### src/m3acc_pkg.sv
`default_nettype none

package m3acc_pkg;

  localparam int unsigned ElemW     = 16;
  localparam int unsigned FracBitsDef = 8;
  localparam int unsigned DetW      = 40;
  localparam int unsigned OpW       = 3;
  localparam int unsigned MatDim    = 3;
  localparam int unsigned ColW      = 2;
  localparam int unsigned MulSumW   = 2 * ElemW + 2;

  typedef logic signed [ElemW-1:0] elem_t;
  typedef elem_t [MatDim-1:0] row_t;
  typedef row_t [MatDim-1:0] mat_t;

  typedef enum logic [OpW-1:0] {
    OP_LOAD = 3'd0,
    OP_ADD  = 3'd1,
    OP_SUB  = 3'd2,
    OP_MUL  = 3'd3,
    OP_HOLD = 3'd4
  } op_e;

  typedef enum logic [1:0] {
    S_IDLE,
    S_COL,
    S_MINOR,
    S_PROD
  } state_e;

  typedef struct packed {
    logic [OpW-1:0] operation;
    elem_t in_r0c0;
    elem_t in_r0c1;
    elem_t in_r0c2;
    elem_t in_r1c0;
    elem_t in_r1c1;
    elem_t in_r1c2;
    elem_t in_r2c0;
    elem_t in_r2c1;
    elem_t in_r2c2;
  } in_item_t;

  typedef struct packed {
    elem_t out_r0c0;
    elem_t out_r0c1;
    elem_t out_r0c2;
    elem_t out_r1c0;
    elem_t out_r1c1;
    elem_t out_r1c2;
    elem_t out_r2c0;
    elem_t out_r2c1;
    elem_t out_r2c2;
    logic signed [DetW-1:0] determinant;
  } out_item_t;

  typedef struct packed {
    logic           step;
    logic [ColW-1:0] col;
    logic [OpW-1:0] op;
  } lane_ctrl_t;

  function automatic elem_t sat_elem(input logic signed [MulSumW-1:0] v);
    logic [MulSumW-ElemW:0] upper;
    logic                   fits;
    upper = v[MulSumW-1:ElemW-1];
    fits  = (&upper) | ~(|upper);
    if (fits) begin
      return v[ElemW-1:0];
    end else if (v[MulSumW-1]) begin
      return {1'b1, {(ElemW-1){1'b0}}};
    end else begin
      return {1'b0, {(ElemW-1){1'b1}}};
    end
  endfunction

endpackage

`default_nettype wire

### src/m3acc_lane.sv
`default_nettype none

module m3acc_lane #(
  parameter int unsigned FRAC_BITS = m3acc_pkg::FracBitsDef
) (
  input  wire                    clk_i,
  input  wire                    rst_ni,
  input  m3acc_pkg::lane_ctrl_t  ctrl_i,
  input  m3acc_pkg::row_t        b_col_i,
  input  m3acc_pkg::elem_t       b_self_i,
  output m3acc_pkg::row_t        row_o
);

  localparam int unsigned SW = m3acc_pkg::MulSumW;
  localparam int unsigned PW = 2 * m3acc_pkg::ElemW;

  m3acc_pkg::row_t  row_q;
  m3acc_pkg::elem_t part_q [2];
  m3acc_pkg::elem_t a_cur;
  m3acc_pkg::elem_t elem_new;
  logic signed [PW-1:0] prod [m3acc_pkg::MatDim];
  logic signed [SW-1:0] mul_sum;
  logic signed [SW-1:0] mul_shift;
  logic signed [SW-1:0] add_sum;
  logic signed [SW-1:0] sub_sum;

  always_comb begin
    unique case (ctrl_i.col)
      2'd0:    a_cur = row_q[0];
      2'd1:    a_cur = row_q[1];
      default: a_cur = row_q[2];
    endcase
    for (int k = 0; k < m3acc_pkg::MatDim; k++) begin
      prod[k] = $signed(row_q[k]) * $signed(b_col_i[k]);
    end
    mul_sum   = SW'(prod[0]) + SW'(prod[1]) + SW'(prod[2]);
    mul_shift = mul_sum >>> FRAC_BITS;
    add_sum   = SW'($signed(a_cur)) + SW'($signed(b_self_i));
    sub_sum   = SW'($signed(a_cur)) - SW'($signed(b_self_i));
    unique case (ctrl_i.op)
      m3acc_pkg::OP_LOAD: elem_new = b_self_i;
      m3acc_pkg::OP_ADD:  elem_new = m3acc_pkg::sat_elem(add_sum);
      m3acc_pkg::OP_SUB:  elem_new = m3acc_pkg::sat_elem(sub_sum);
      m3acc_pkg::OP_MUL:  elem_new = m3acc_pkg::sat_elem(mul_shift);
      default:            elem_new = a_cur;
    endcase
  end

  always_ff @(posedge clk_i or negedge rst_ni) begin
    if (!rst_ni) begin
      row_q <= '0;
    end else if (ctrl_i.step && ctrl_i.col == 2'd2) begin
      row_q <= {elem_new, part_q[1], part_q[0]};
    end
  end

  always_ff @(posedge clk_i) begin
    if (ctrl_i.step && ctrl_i.col != 2'd2) begin
      part_q[ctrl_i.col[0]] <= elem_new;
    end
  end

  assign row_o = row_q;

endmodule

`default_nettype wire

### config.mk
export PLATFORM = sky130hd
export DESIGN_NAME = m3acc_lane
export DESIGN_NICKNAME = d
export VERILOG_FILES = /design/src/m3acc_pkg.sv /design/src/m3acc_lane.sv
export SDC_FILE = /design/constraint.sdc
export NUM_CORES = 2
export LEC_CHECK = 0
export BUFFER_PORTS_ARGS = -buffer_cell sky130_fd_sc_hd__buf_2
export CORE_MARGIN = 1
export CORE_UTILIZATION = 35
export DETAILED_ROUTE_END_ITERATION = 12
export GPL_ROUTABILITY_DRIVEN = 1
export PLACE_DENSITY = 0.57
export SLEW_MARGIN = 30
export SYNTH_ARGS = -nofsm -noshare
export SYNTH_HDL_FRONTEND = slang
export SYNTH_SLANG_ARGS = --single-unit
### constraint.sdc
create_clock -name clk_i -period 9.8 [get_ports clk_i]
set_input_delay 0.98 -clock clk_i [delete_from_list [all_inputs] [get_ports clk_i]]
set_output_delay 0.98 -clock clk_i [all_outputs]
set_load 0.03 [all_outputs]
==> out/results.ini <==
[critical_path]
timing.rr.start = row_o[25]
crit_required_ns = 9.95
start_kind = primary input
critical_path_class = primary input to flip-flop
crit_path_end_kind = flip-flop
worstPathMaxFanout = 16
r2r_end = part_q[0][2]
critical_path.top_delay_family = adder cells
r2r_slack_ns = 0.39
crit_arrival_ns = 9.62
crit_slowest_cell = fa_1
crit_buf_inv = 9
worst_path_most_repeated_cell = fa_1
r2r_cells = 27
slowest_delay_ns = 0.62

[yosys]
synthesis.nets = 5161
synth_common_cells = inv_1 (1044), fa_1 (933), nand2_1 (461)
synthArstFlopShare = 0.600
synth_area_leaders = fa_1 (51%), inv_1 (11%), ha_1 (7.8%)
yosysMostFrequentCell = inv_1
yosys_warnings = 0
yosysUniqueCellTypes = 96
synth_top_area_cell = fa_1
synth-edff-count = 32
synth_top_area_frac = 0.508
ys_ff_latch = 80
synth_flop_cell = dfrtp_1
synth_area_um2 = 36800
synth.avg_cell_area_um2 = 9.37
syn_inst = 3927
ys_seq_area_frac = 0.0588

[routing]
ant_nets = 0
via_per_inst = 4.79
wl_per_cell_um = 19.4
drc = 0
vias = 26000
drtPass1Iterations = 5
wl_mm = 105
drtIter0Drc = 1355

[floorplan]
rows = 118
initial_utilization = 0.354
die-area_um2 = 106000
pin_count = 120
die_h_um = 326
coreArea_um2 = 104000
die_w_um = 326

[placed_design]
dpl.hpwl_mm = 95.8
place_congestion = 0.909
postPlaceCellArea_um2 = 39500
io_buffer_count = 119
post-place-ws_ns = -0.564

[cts]
cts_root_buffer = clkbuf_16
cts_sinks = 80
holdBufCountCts = 0
cts_max_level = 3
clock_path_buffers = 2
insertion_delay_ns = 0.34
cts_tree = built
clkTransAtPathRegs_ns = 0.07
cts_setup_buffers = 0
cts_buffers = 9

[sta]
maxClockFrequency_mhz = 106
rsz0062_at_grt = false
setup_viol = 0
tns_ns = 0
setup_slack_ns = 0.323
hold_viol = 0
drv_slew = 0
max-slew-margin-rel = 0.358
worst-slew-pin-transition_ns = 0.957
min_period_ns = 9.48
timing.final.crit_share = 0.967
skew_ns = 0.0140

[min_path]
holdCritStartpoint = part_q[0][13]
hold_path_end = row_o[13]
hp-class = flip-flop to flip-flop
min_path_cells = 2

[final_layout]
layout-drive-gt1-share = 0.0754
syn_to_final_growth_pct = 8.30
fin_nets = 5261
final_area_um2 = 39900

[global_routing]
grt_pass1_vias = 28700
grt_max_degree = 49
antenna_found_initial = 11
grt_overflow = 0
track_usage = 0.207
grt_pass1_wl_mm = 170

[status]
status = complete, no violations

[flow_run]
cap_violations = 0

[cell usage in the layout, fill, tap and decap left out, types with 7 or more instances in the layout]
cell and n:
a21oi_1 52, a22o_1 8, a31oi_1 16, and2_1 419, buf_2 118, buf_4 118, clkbuf_16 9, dfrtp_1 47
edfxtp_1 32, fa_1 933, ha_1 229, inv_1 1044, mux2i_1 17, nand2_1 461, nand2b_1 42, nand3_1 15
nand4_1 13, nor2_1 69, nor2b_1 13, nor3_1 29, nor4_1 7, o211ai_1 9, o21a_1 19, o21ai_0 59
o21ai_1 12, o221ai_1 7, o31a_1 13, xnor2_1 52, xor2_1 13
[area by class of cell]
class	instances	area, µm²
clock inverter	7	82.6
sequential	80	2160
multi-input combinational	2650	30200
clock buffer	9	225
timing repair buffer	241	1560
fill	10500	64100
antenna	2	5.00
tap	1380	1730
inverter	1045	3920
[worst max-delay path by stage]
stage	start	slack [ns]	cells after the start	end
2_1_floorplan	b_col_i[32]	0.64	29	part_q[0][10]
3_3_place_gp	b_col_i[33]	-0.49	29	part_q[0][2]
3_5_place_dp	b_col_i[33]	-0.56	29	part_q[0][8]
4_1_cts	b_col_i[33]	0.06	29	part_q[1][7]
5_1_grt	b_col_i[33]	0.06	30	part_q[0][13]
6_report	b_col_i[33]	0.32	29	part_q[1][0]
[flip-flops by register name, summed over array words and instances (netlist names)]
register,flops
row_o,48
part_q,32
[routing by layer]
layer / up-vias / track usage / part of all wire
met2: 498 / 0.355 / 0.49
met4: 10 / 0.0293 / 0.015
met1: 13600 / 0.290 / 0.45
li1: 11700 / - / -
met5: - / 0 / 0.00066
met3: 89 / 0.0199 / 0.043
[metrics by stage]
stage / cells / hold WS, ns / utilization
4_1_cts: 5412 / 0.437 / 0.383
5_1_grt: 5412 / 0.445 / 0.383
3_5_place_dp: 5396 / 0.421 / 0.380
2_1_floorplan: 3927 / 0.415 / -
6_report: 5414 / 0.437 / 0.383
3_3_place_gp: 5395 / 0.422 / 0.380
[worst register-to-register path: stages (launching register included)]
cell	delay, ns
dfrtp_1	0.75
and2_1	0.34
fa_1	0.50
inv_1	0.05
fa_1	0.53
inv_1	0.05
fa_1	0.49
inv_1	0.05
fa_1	0.53
inv_1	0.05
fa_1	0.49
fa_1	0.59
fa_1	0.48
fa_1	0.50
inv_1	0.05
fa_1	0.51
inv_1	0.06
ha_1	0.36
a21oi_1	0.29
o21ai_0	0.34
a22oi_1	0.35
nand3_2	0.17
or4_1	0.49
and4_4	0.18
and3_4	0.15
a41o_2	0.33
nand2_1	0.27
o21ai_0	0.18
[timing repair]
item,in CTS,in global routing
setup endpoints to repair,45,42
gates resized for setup,1,11
pin swaps,0,1
[kinds of logic (layout without fill, tap and decap cells)]
logic type	after synthesis	in the layout	synth area share
flip-flops	80	80	0.0588
adder cells (fa/ha/maj)	1162	1162	0.585
XOR/XNOR	67	67	0.0159
AND/OR/NAND/NOR	1116	1116	0.155
AO/OA/AOI/OAI	286	286	0.0569
buffers and inverters	1197	1302	0.123
other	0	2	0
multiplexers	19	19	0.00524
Power is not shown: default switching activity piles up to over one toggle a cycle in this logic, so the estimate is an artifact.
